File: config.mk
export PLATFORM = sky130hd
export DESIGN_NAME = hashed_lru_buffer_cache
export DESIGN_NICKNAME = d
export VERILOG_FILES = /design/src/rtl/hlbc_pkg.sv /design/src/rtl/hlbc_rem_unit.sv /design/src/rtl/hlbc_tag_store.sv /design/src/rtl/hashed_lru_buffer_cache.sv
export SDC_FILE = /design/constraint.sdc
export NUM_CORES = 2
export LEC_CHECK = 0
export ABC_AREA = 1
export CAP_MARGIN = 0
export CORE_AREA = 10 10 357 531
export DETAILED_ROUTE_END_ITERATION = 12
export DIE_AREA = 0 0 367 541
export DONT_BUFFER_PORTS = 1
export GPL_ROUTABILITY_DRIVEN = 0
export PLACE_DENSITY = 0.63
export SYNTH_ARGS = -nofsm -noshare
export SYNTH_HDL_FRONTEND = slang
export SYNTH_SLANG_ARGS = --single-unit
File: constraint.sdc
create_clock -name clk -period 10.5 [get_ports clk]
set_input_delay 1.575 -clock clk [delete_from_list [all_inputs] [get_ports clk]]
set_output_delay 1.575 -clock clk [all_outputs]
set_load 0.02 [all_outputs]
File: src/rtl/hlbc_pkg.sv
// Shared constants, types and helper functions for the hashed LRU buffer cache.
// Used by every module of the block; depends on nothing else.
package hlbc_pkg;

  localparam int BUCKETS   = 6;
  localparam int WAYS      = 5;
  localparam int COUNT_MAX = 255;

  localparam int NBUF     = BUCKETS * WAYS;
  localparam int IDX_W    = (NBUF > 1) ? $clog2(NBUF) : 1;
  localparam int WAY_W    = (WAYS > 1) ? $clog2(WAYS) : 1;
  localparam int BKT_W    = (BUCKETS > 1) ? $clog2(BUCKETS) : 1;
  localparam int CNT_W    = $clog2(COUNT_MAX + 1);

  localparam int CMD_W    = 2;
  localparam int DEV_W    = 8;
  localparam int BLK_W    = 32;
  localparam int HANDLE_W = 5;
  localparam int STATUS_W = 2;

  localparam int CHUNK_W     = 8;
  localparam int CHUNKS      = BLK_W / CHUNK_W;
  localparam int CHUNK_CNT_W = (CHUNKS > 1) ? $clog2(CHUNKS) : 1;
  localparam int REM_W       = BKT_W + CHUNK_W + 1;

  typedef enum logic [CMD_W-1:0] {
    CMD_GET     = 2'd0,
    CMD_RELEASE = 2'd1,
    CMD_PIN     = 2'd2,
    CMD_UNPIN   = 2'd3
  } cmd_t;

  typedef enum logic [STATUS_W-1:0] {
    ST_OK        = 2'd0,
    ST_NO_FREE   = 2'd1,
    ST_UNDERFLOW = 2'd2,
    ST_OVERFLOW  = 2'd3
  } status_t;

  typedef enum logic [2:0] {
    S_IDLE,
    S_MOD,
    S_SCAN,
    S_GET_WR,
    S_HREAD,
    S_RANK
  } state_t;

  typedef struct packed {
    logic [DEV_W-1:0] device;
    logic [BLK_W-1:0] block;
    logic             valid;
    logic [CNT_W-1:0] count;
    logic [WAY_W-1:0] rank;
  } entry_t;

  typedef struct packed {
    logic             en;
    logic [IDX_W-1:0] idx;
    entry_t           ent;
  } wr_req_t;

  // One step of the bucket remainder: (r * 2^CHUNK_W + chunk) mod BUCKETS,
  // reduced by a chain of conditional subtractions.
  function automatic logic [BKT_W-1:0] rem_chunk_step(input logic [BKT_W-1:0] r,
                                                      input logic [CHUNK_W-1:0] chunk);
    logic [REM_W-1:0] v;
    v = (REM_W'(r) << CHUNK_W) | REM_W'(chunk);
    for (int i = CHUNK_W - 1; i >= 0; i--) begin
      if (v >= (REM_W'(BUCKETS) << i)) begin
        v = v - (REM_W'(BUCKETS) << i);
      end
    end
    return BKT_W'(v);
  endfunction

  // Way of a buffer handle, that is the handle modulo WAYS.
  function automatic logic [WAY_W-1:0] handle_way(input logic [HANDLE_W-1:0] h);
    logic [WAY_W:0] r;
    r = '0;
    for (int i = HANDLE_W - 1; i >= 0; i--) begin
      r = {r[WAY_W-1:0], h[i]};
      if (r >= (WAY_W + 1)'(WAYS)) begin
        r = r - (WAY_W + 1)'(WAYS);
      end
    end
    return r[WAY_W-1:0];
  endfunction

endpackage

File: src/rtl/hlbc_rem_unit.sv
// Iterative bucket remainder unit: block number modulo the bucket count,
// one byte per cycle, most significant byte first. Depends on hlbc_pkg.
module hlbc_rem_unit (
  input  logic                        clk,
  input  logic                        rst,
  input  logic                        start,
  input  logic [hlbc_pkg::BLK_W-1:0]  block_number,
  output logic                        done,
  output logic [hlbc_pkg::BKT_W-1:0]  bucket
);

  logic                              run;
  logic [hlbc_pkg::CHUNK_CNT_W-1:0]  step;
  logic [hlbc_pkg::BLK_W-1:0]        sh;

  always_ff @(posedge clk) begin
    if (rst) begin
      run  <= 1'b0;
      done <= 1'b0;
      step <= '0;
    end else begin
      done <= 1'b0;
      if (start) begin
        run  <= 1'b1;
        step <= '0;
      end else if (run) begin
        step <= step + 1'b1;
        if (step == hlbc_pkg::CHUNK_CNT_W'(hlbc_pkg::CHUNKS - 1)) begin
          run  <= 1'b0;
          done <= 1'b1;
        end
      end
    end
  end

  always_ff @(posedge clk) begin
    if (start) begin
      sh     <= block_number;
      bucket <= '0;
    end else if (run) begin
      bucket <= hlbc_pkg::rem_chunk_step(bucket,
                  sh[hlbc_pkg::BLK_W-1 -: hlbc_pkg::CHUNK_W]);
      sh     <= sh << hlbc_pkg::CHUNK_W;
    end
  end

endmodule

File: src/rtl/hlbc_tag_store.sv
// Per-buffer tag, valid, count and recency store with one read and one write port.
// Reset clears every entry and ranks each bucket's ways in way order. Depends on hlbc_pkg.
module hlbc_tag_store (
  input  logic                        clk,
  input  logic                        rst,
  input  hlbc_pkg::wr_req_t           wr,
  input  logic [hlbc_pkg::IDX_W-1:0]  rd_idx,
  output hlbc_pkg::entry_t            rd_ent
);

  hlbc_pkg::entry_t ent [hlbc_pkg::NBUF];

  always_ff @(posedge clk) begin
    if (rst) begin
      for (int b = 0; b < hlbc_pkg::BUCKETS; b++) begin
        for (int w = 0; w < hlbc_pkg::WAYS; w++) begin
          ent[b * hlbc_pkg::WAYS + w] <= '{device: '0, block: '0, valid: 1'b0,
                                           count: '0, rank: hlbc_pkg::WAY_W'(w)};
        end
      end
    end else if (wr.en) begin
      ent[wr.idx] <= wr.ent;
    end
  end

  assign rd_ent = ent[rd_idx];

endmodule

File: src/rtl/hashed_lru_buffer_cache.sv
// Top level of the hashed LRU buffer cache tag engine: sequencer and result register.
// Depends on hlbc_pkg, hlbc_rem_unit and hlbc_tag_store.
//
// Requests enter on req_valid/req_stall with cmd, device, block_number and handle_in.
// An item is taken when req_valid is high and req_stall is low; one result per item
// leaves on rsp_valid/rsp_stall with status, handle_out, hit and needs_read.
// The block works on one item at a time and holds req_stall high until it is done.
// A get passes the block number through the remainder unit byte by byte, then
// reads one way of the bucket per cycle through the single store port and writes
// back the chosen entry once the result register is free.
// Pin, unpin and release read the entry named by handle_in directly; a release that
// drops the count to zero walks the bucket's ways once more to update the recency
// ranks, one way per cycle, the last way held until the result register is free.
// Results wait in an output register, so a new item may be taken while one result
// is held; a stalled receiver only holds the finishing cycle of the next item.
// Synchronous reset clears all tags, valid marks and counts, ranks each bucket's
// ways in way order and empties the result register; no item is pending afterward.
module hashed_lru_buffer_cache (
  input  logic                           clk,
  input  logic                           rst,
  input  logic                           req_valid,
  output logic                           req_stall,
  input  logic [hlbc_pkg::CMD_W-1:0]     cmd,
  input  logic [hlbc_pkg::DEV_W-1:0]     device,
  input  logic [hlbc_pkg::BLK_W-1:0]     block_number,
  input  logic [hlbc_pkg::HANDLE_W-1:0]  handle_in,
  output logic                           rsp_valid,
  input  logic                           rsp_stall,
  output logic [hlbc_pkg::STATUS_W-1:0]  status,
  output logic [hlbc_pkg::HANDLE_W-1:0]  handle_out,
  output logic                           hit,
  output logic                           needs_read
);

  hlbc_pkg::state_t  state, state_next;

  logic [hlbc_pkg::CMD_W-1:0]     req_cmd;
  logic [hlbc_pkg::DEV_W-1:0]     req_device;
  logic [hlbc_pkg::BLK_W-1:0]     req_block;
  logic [hlbc_pkg::HANDLE_W-1:0]  req_handle;

  logic [hlbc_pkg::IDX_W-1:0]     base;
  logic [hlbc_pkg::WAY_W-1:0]     way;
  logic                           hit_found;
  logic [hlbc_pkg::IDX_W-1:0]     hit_idx;
  hlbc_pkg::entry_t               hit_ent;
  logic                           free_found;
  logic [hlbc_pkg::IDX_W-1:0]     free_idx;
  logic [hlbc_pkg::WAY_W-1:0]     free_rank;
  logic [hlbc_pkg::WAY_W-1:0]     mr_rank;

  logic                           rem_start;
  logic                           rem_done;
  logic [hlbc_pkg::BKT_W-1:0]     rem_bucket;

  hlbc_pkg::wr_req_t              wr;
  logic [hlbc_pkg::IDX_W-1:0]     rd_idx;
  hlbc_pkg::entry_t               rd_ent;

  logic                           slot_free;
  logic                           last_way;
  logic                           in_range;
  logic                           tag_match;
  logic                           go_rank;
  logic                           res_load;
  hlbc_pkg::status_t              res_status;
  logic [hlbc_pkg::HANDLE_W-1:0]  res_handle;
  logic                           res_hit;
  logic                           res_read;

  assign req_stall = (state != hlbc_pkg::S_IDLE);
  assign slot_free = !rsp_valid || !rsp_stall;
  assign last_way  = (way == hlbc_pkg::WAY_W'(hlbc_pkg::WAYS - 1));
  assign in_range  = (int'(req_handle) < hlbc_pkg::NBUF);
  assign tag_match = (rd_ent.device == req_device) && (rd_ent.block == req_block);
  assign rem_start = (state == hlbc_pkg::S_IDLE) && req_valid &&
                     (hlbc_pkg::cmd_t'(cmd) == hlbc_pkg::CMD_GET);

  hlbc_rem_unit u_rem (
    .clk          (clk),
    .rst          (rst),
    .start        (rem_start),
    .block_number (block_number),
    .done         (rem_done),
    .bucket       (rem_bucket)
  );

  hlbc_tag_store u_store (
    .clk    (clk),
    .rst    (rst),
    .wr     (wr),
    .rd_idx (rd_idx),
    .rd_ent (rd_ent)
  );

  always_ff @(posedge clk) begin
    if (rst) begin
      state <= hlbc_pkg::S_IDLE;
    end else begin
      state <= state_next;
    end
  end

  always_comb begin
    state_next = state;
    wr         = '0;
    rd_idx     = '0;
    go_rank    = 1'b0;
    res_load   = 1'b0;
    res_status = hlbc_pkg::ST_OK;
    res_handle = '0;
    res_hit    = 1'b0;
    res_read   = 1'b0;
    unique case (state)
      hlbc_pkg::S_IDLE: begin
        if (req_valid) begin
          state_next = (hlbc_pkg::cmd_t'(cmd) == hlbc_pkg::CMD_GET) ?
                       hlbc_pkg::S_MOD : hlbc_pkg::S_HREAD;
        end
      end
      hlbc_pkg::S_MOD: begin
        if (rem_done) begin
          state_next = hlbc_pkg::S_SCAN;
        end
      end
      hlbc_pkg::S_SCAN: begin
        rd_idx = base + hlbc_pkg::IDX_W'(way);
        if (last_way) begin
          state_next = hlbc_pkg::S_GET_WR;
        end
      end
      hlbc_pkg::S_GET_WR: begin
        if (slot_free) begin
          state_next = hlbc_pkg::S_IDLE;
          res_load   = 1'b1;
          if (hit_found) begin
            res_hit    = 1'b1;
            res_handle = hlbc_pkg::HANDLE_W'(hit_idx);
            if (hit_ent.count >= hlbc_pkg::CNT_W'(hlbc_pkg::COUNT_MAX)) begin
              res_status = hlbc_pkg::ST_OVERFLOW;
            end else begin
              wr.en        = 1'b1;
              wr.idx       = hit_idx;
              wr.ent       = hit_ent;
              wr.ent.count = hit_ent.count + 1'b1;
              wr.ent.valid = 1'b1;
              res_read     = !hit_ent.valid;
            end
          end else if (free_found) begin
            wr.en      = 1'b1;
            wr.idx     = free_idx;
            wr.ent     = '{device: req_device, block: req_block, valid: 1'b1,
                           count: hlbc_pkg::CNT_W'(1), rank: free_rank};
            res_handle = hlbc_pkg::HANDLE_W'(free_idx);
            res_read   = 1'b1;
          end else begin
            res_status = hlbc_pkg::ST_NO_FREE;
          end
        end
      end
      hlbc_pkg::S_HREAD: begin
        rd_idx     = hlbc_pkg::IDX_W'(req_handle);
        res_handle = req_handle;
        if (!in_range) begin
          if (slot_free) begin
            state_next = hlbc_pkg::S_IDLE;
            res_load   = 1'b1;
            res_status = hlbc_pkg::ST_NO_FREE;
          end
        end else begin
          unique case (hlbc_pkg::cmd_t'(req_cmd))
            hlbc_pkg::CMD_PIN: begin
              if (slot_free) begin
                state_next = hlbc_pkg::S_IDLE;
                res_load   = 1'b1;
                if (rd_ent.count >= hlbc_pkg::CNT_W'(hlbc_pkg::COUNT_MAX)) begin
                  res_status = hlbc_pkg::ST_OVERFLOW;
                end else begin
                  wr.en        = 1'b1;
                  wr.idx       = rd_idx;
                  wr.ent       = rd_ent;
                  wr.ent.count = rd_ent.count + 1'b1;
                end
              end
            end
            hlbc_pkg::CMD_RELEASE, hlbc_pkg::CMD_UNPIN: begin
              if (rd_ent.count == '0) begin
                if (slot_free) begin
                  state_next = hlbc_pkg::S_IDLE;
                  res_load   = 1'b1;
                  res_status = hlbc_pkg::ST_UNDERFLOW;
                end
              end else if (hlbc_pkg::cmd_t'(req_cmd) == hlbc_pkg::CMD_RELEASE &&
                           rd_ent.count == hlbc_pkg::CNT_W'(1)) begin
                wr.en        = 1'b1;
                wr.idx       = rd_idx;
                wr.ent       = rd_ent;
                wr.ent.count = '0;
                go_rank      = 1'b1;
                state_next   = hlbc_pkg::S_RANK;
              end else if (slot_free) begin
                state_next   = hlbc_pkg::S_IDLE;
                res_load     = 1'b1;
                wr.en        = 1'b1;
                wr.idx       = rd_idx;
                wr.ent       = rd_ent;
                wr.ent.count = rd_ent.count - 1'b1;
              end
            end
            hlbc_pkg::CMD_GET: begin
              state_next = hlbc_pkg::S_IDLE;
            end
          endcase
        end
      end
      hlbc_pkg::S_RANK: begin
        rd_idx = base + hlbc_pkg::IDX_W'(way);
        if (!last_way || slot_free) begin
          wr.en  = 1'b1;
          wr.idx = rd_idx;
          wr.ent = rd_ent;
          if (rd_idx == hlbc_pkg::IDX_W'(req_handle)) begin
            wr.ent.rank = hlbc_pkg::WAY_W'(hlbc_pkg::WAYS - 1);
          end else if (rd_ent.rank > mr_rank) begin
            wr.ent.rank = rd_ent.rank - 1'b1;
          end
        end
        if (last_way && slot_free) begin
          state_next = hlbc_pkg::S_IDLE;
          res_load   = 1'b1;
          res_handle = req_handle;
        end
      end
      default: begin
        state_next = hlbc_pkg::S_IDLE;
      end
    endcase
  end

  always_ff @(posedge clk) begin
    if (state == hlbc_pkg::S_IDLE && req_valid) begin
      req_cmd    <= cmd;
      req_device <= device;
      req_block  <= block_number;
      req_handle <= handle_in;
    end
    if (state == hlbc_pkg::S_MOD && rem_done) begin
      base       <= hlbc_pkg::IDX_W'(rem_bucket) * hlbc_pkg::IDX_W'(hlbc_pkg::WAYS);
      way        <= '0;
      hit_found  <= 1'b0;
      free_found <= 1'b0;
    end
    if (state == hlbc_pkg::S_SCAN) begin
      if (tag_match && (!hit_found || rd_ent.rank > hit_ent.rank)) begin
        hit_found <= 1'b1;
        hit_idx   <= rd_idx;
        hit_ent   <= rd_ent;
      end
      if (rd_ent.count == '0 && (!free_found || rd_ent.rank < free_rank)) begin
        free_found <= 1'b1;
        free_idx   <= rd_idx;
        free_rank  <= rd_ent.rank;
      end
      way <= way + 1'b1;
    end
    if (go_rank) begin
      base    <= hlbc_pkg::IDX_W'(req_handle) -
                 hlbc_pkg::IDX_W'(hlbc_pkg::handle_way(req_handle));
      way     <= '0;
      mr_rank <= rd_ent.rank;
    end
    if (state == hlbc_pkg::S_RANK && wr.en) begin
      way <= way + 1'b1;
    end
  end

  always_ff @(posedge clk) begin
    if (rst) begin
      rsp_valid <= 1'b0;
    end else if (res_load) begin
      rsp_valid <= 1'b1;
    end else if (!rsp_stall) begin
      rsp_valid <= 1'b0;
    end
  end

  always_ff @(posedge clk) begin
    if (res_load) begin
      status     <= res_status;
      handle_out <= res_handle;
      hit        <= res_hit;
      needs_read <= res_read;
    end
  end

endmodule
Word-level counts from Yosys, hierarchy flattened:

Memories as Yosys holds them, arrays and structs flattened.
Index checks and enable logic that the tools add are counted.
Widths: inputs -> output; s select.

* $add $sub $neg: 19
* multipliers: 1
* order comparisons: 17
* equal/unequal tests: 19
* multiplexer cells: 116
* bitwise operators: 2
* reductions and logical operators: 36

Operator list (number)
* $mux 58: 11
* $mux 12: 21
* $pmux 58 s3: 1
* $pmux 58 s2: 1
* $mux 3: 22
* $mux 32: 2
* $mux 52: 1
* $reduce_or 52->1: 1
* $mux 5: 7
* $mux 1: 34
* $eq 32x32->1: 1
* $pmux 3 s6: 1
* $add 8x1->8 const B: 2
* $ge 8x8->1 const B: 2
* $mux 2: 8
* $pmux 5 s3: 1
* $ge 12x10->1 const B: 1
* $ge 12x3->1 const B: 1
* $ge 12x4->1 const B: 1
* $ge 12x5->1 const B: 1
* $ge 12x6->1 const B: 1
* $ge 12x7->1 const B: 1
* $ge 12x8->1 const B: 1
* $ge 12x9->1 const B: 1
* 50 further kinds: 86

* flip-flop bits (word level): 177
* memory bits (writable): 1560
* bits of input ports: 51
* output and inout bits: 11
* word-level logic and storage cells: 239
* memories kept: 1

Memories
* u_store.ent: words 30, bits a word 52, rd ports 1, clocked after Yosys merged registers in 0, write ports 30, RTL line hlbc_tag_store.sv:11 `hlbc_pkg::entry_t ent [hlbc_pkg::NBUF];`

Logic depth before layout (Yosys ltp):

* depth in word-level cells: 31
* gate-level depth with buffers: 62
* depth with buffers taken out: 60

By module:

Synthesis repeated with hierarchy kept, for this count alone.

* cells, all modules: 9092
* area, all modules: 86490.5 sq um

Modules (own cells, without submodules)
* hlbc_tag_store: instances 1, cells an instance 7652, area an instance 74684.1 sq um, sequential area each 49967.9 sq um
* hashed_lru_buffer_cache: instances 1, cells an instance 929, area an instance 8192.9 sq um, sequential area each 4083.9 sq um
* hlbc_rem_unit: instances 1, cells an instance 511, area an instance 3613.5 sq um, sequential area each 1101.1 sq um

Worst setup path after synthesis:

No wires, ideal clock.

* path type: register to register
* start point: register way[0] (netlist name)
* end point: register hit_ent[0] (netlist name), enable pin
* library setup time: 0.472 ns
* arrival: 7.279 ns
* data required time: 10.028 ns
* setup slack: 2.749 ns
* stages on the path, launching flop included: 27
* path buffers: 6
* clock period less this slack: 7.751 ns
* cells stage by stage: edfxtp_1 -> ha_1 -> fa_1 -> a21oi_1 -> clkbuf_1 -> clkbuf_1 -> buf_2 -> buf_2 -> buf_2 -> clkbuf_1 -> o21ai_0 -> o21bai_1 -> o311ai_0 -> o211ai_1 -> nand2_1 -> inv_1 -> o21ai_0 -> ha_1 -> nand3_1 -> nand2_1 -> a21oi_1 -> o21ai_0 -> inv_1 -> nand4_1 -> nor4_1 -> nand2_1 -> nor2_1

RTL lines
* start, declared: RTL line hashed_lru_buffer_cache.sv:43 `logic [hlbc_pkg::WAY_W-1:0] way;`
* start signal, assigned: RTL line hashed_lru_buffer_cache.sv:264 `way <= way + 1'b1;`
* start signal, assigned: RTL line hashed_lru_buffer_cache.sv:273 `way <= way + 1'b1;`
* end signal, assigned: RTL line hashed_lru_buffer_cache.sv:257 `hit_ent <= rd_ent;`
* end, declared: RTL line hashed_lru_buffer_cache.sv:46 `hlbc_pkg::entry_t hit_ent;`

==> reports/results.ini <==
[global_route]
grt_usage_pct=26.6
grt_overflow=0
first_global_vias=60100
antenna_found_initial=12
grt_max_degree=165
grt_pass1_wl_mm=398

[timing]
tns_ps=0
period_share_pct=81.5
max_clock_freq_mhz=117
worst_pin_slew_ps=1420
hold_viol_final=0
fin_crit_ps=8560
slew_headroom_pct=5.18
skew_ps=48.9
rsz0062_at_grt=false
setup_viol=0
report.final.slew_viol_count=0

[cts]
cts_made_buffers=174
tritoncts=done
hold_buffers=0
clock_latency_ps=840
cts_max_level=4
cts_sinks=1841
cts-resized-gates=0
root_buffer=clkbuf_16
cts_max_path_buffers=4
cts_setup_buffers=0
clkSlewWorstSetupHoldPaths_ps=60

[route]
drc=0
vias=62100
firstDrtPassIters=8
drt-wirelength-per-cell_um=27.4
via_per_inst=6.21
drt_iter0_markers=8058
drtAntennaViolNets=0
routed_wl_mm=274

[setup_path]
end_kind=flop
worstPathMaxFanout=53
cp-start-kind=flop
crit_type=flop to flop
critPathMaxStageDelay_ps=940
arrival_ps=8840
reg2reg_depth=27
critPathRequiredTime_ps=10780
crit_slowest_cell=nand2_4
cpMostUsedCell=inv_1

[placement]
hpwl_mm=154
portBuffers=0

[status]
status=finished clean

[floorplanning]
die-area_sq_um=199000
initial_utilization_pct=46.6
ioPinCount=62
die_w_um=367
num_rows=191
die_h_um=541
coreArea_sq_um=180000

[finish]
area_delta_synth_final_pct=8.46
regArea_sq_um=55200
drive_gt1_share_pct=7.19
nets=7555
fillers=15900
multiInputGateArea_sq_um=25300

[synthesis]
synth-edff-count=1828
async_reset_ff_share_pct=0
syn_area_sq_um=84000
synth_flop_cell=edfxtp_1
yosysTopAreaCellShare_pct=65.4
synth_nets=7941
ys_seq_elements=1841
yosysTopAreaCell=edfxtp_1
synthTopCellsByArea=edfxtp_1, nor2_1, o21ai_0, o311ai_0, clkbuf_1
ys_types=66
synth_cells=7849
ys_seq_area_share_pct=65.7
synth_area_per_cell_sq_um=10.7
ys_warn_count=0

[power_and_ir_drop]
power.leakage_nw=30.8
p_per_area_nw_per_um2=284
p_total_w=0.0259
vdd_ir_drop_max_mv=0.313

[worst_hold_path]
whs_path_depth=2
hold_class=flop to flop

[run]
drv_cap=0

final cells by class:
type | count | area share, %
clock buffer | 214 | 5.02
timing repair buffer | 131 | 1.29
inverter | 296 | 1.23
clock inverter | 88 | 0.823
tap | 2412 | 3.31
antenna | 6 | 0.0165
sequential | 1841 | 60.6
multi-input combinational | 5019 | 27.7
placed cells by master (no fill, tap or decap), types with 41 or more instances in the layout:
cell type	n
nor2_1	2736
edfxtp_1	1828
o21ai_0	452
nand2_1	382
o311ai_0	245
inv_1	243
o21bai_1	210
nand3_1	191
clkbuf_16	177
o211ai_1	170
o32ai_1	168
buf_4	116
nor3_1	52
o22ai_1	51
inv_2	44
clkinv_1	44
nand2_4	43
a32oi_1	41
where the power goes:
part / internal, W / leakage [nW] / switching (W)
logic: 0.00280 / 9.48 / 0.00812
registers: 0.00860 / 18.7 / 0.000233
clock network: 0.00340 / 2.61 / 0.00275
total: 0.0148 / 30.8 / 0.0111
layer usage:
layer | GRT usage [%] | part of all wire (%)
met5 | 0 | 0.014
met4 | 13.3 | 5.5
met3 | 3.87 | 9.1
met2 | 46.0 | 50
met1 | 32.3 | 35
synth_stat cells (46+ instances only):
master    instances
o311ai_0        245
o211ai_1        170
edfxtp_1       1828
o32ai_1         168
buf_1            46
nor2_1         2742
o21bai_1        210
o22ai_1          51
o21ai_0         452
clkbuf_1        524
inv_1           246
nand3_1         192
nand2_1         418
buf_2           120
nor3_1           52
state kept, by name, indices dropped and copies added, names as in the netlist, 5 cells and up:
signal       count
req_handle       5
u_store.ent   1664
u_rem.sh        32
req_block       32
handle_out       5
req_device       8
free_idx         5
hit_idx          5
hit_ent         52
base             5
worst max-delay path, delay by kind of cell, from the launching register on:
family / cells / cell delay [ps]
AND/OR/NAND/NOR: 12 / 2510
adder cells (fa/ha/maj): 3 / 890
buffers and inverters: 8 / 2200
flip-flops: 1 / 450
AO/OA/AOI/OAI: 3 / 1640
XOR/XNOR: 1 / 220
path summary, 6_finish.rpt:
kind	startpoint	to	slack, ps
worst max register to register	way[0]	u_store.ent[0][24]	1940
worst min register to register	free_found	free_found	500
worst min-delay path	free_found	free_found	500
worst max-delay path	way[0]	u_store.ent[0][24]	1940
stage by stage:
step                      util [%]  area (sq um)  cells  worst slack (ps)  hold WS [ps]
final                         50.5         91100  10000              1940           504
after global routing          50.5         91100  10000              1440           503
after CTS                     50.5         91000  10000              2140           495
after detailed placement      47.6         85700   9699              2180           486
after global placement        47.6         85700   9699              2190           452
after floorplan                  -         84000   7849              2750           444
cells by family after synthesis:
group | after synthesis | synth area share [%]
DFF | 1841 | 65.7
xor gates and xnor gates | 42 | 0.447
AOI/OAI and AO/OA | 1419 | 11.9
and+or+nand+nor | 3515 | 16.7
buffers and inverters | 989 | 4.63
muxes | 2 | 0.0268
adders and majority gates | 41 | 0.629
Power figures use the tool's default switching activity.
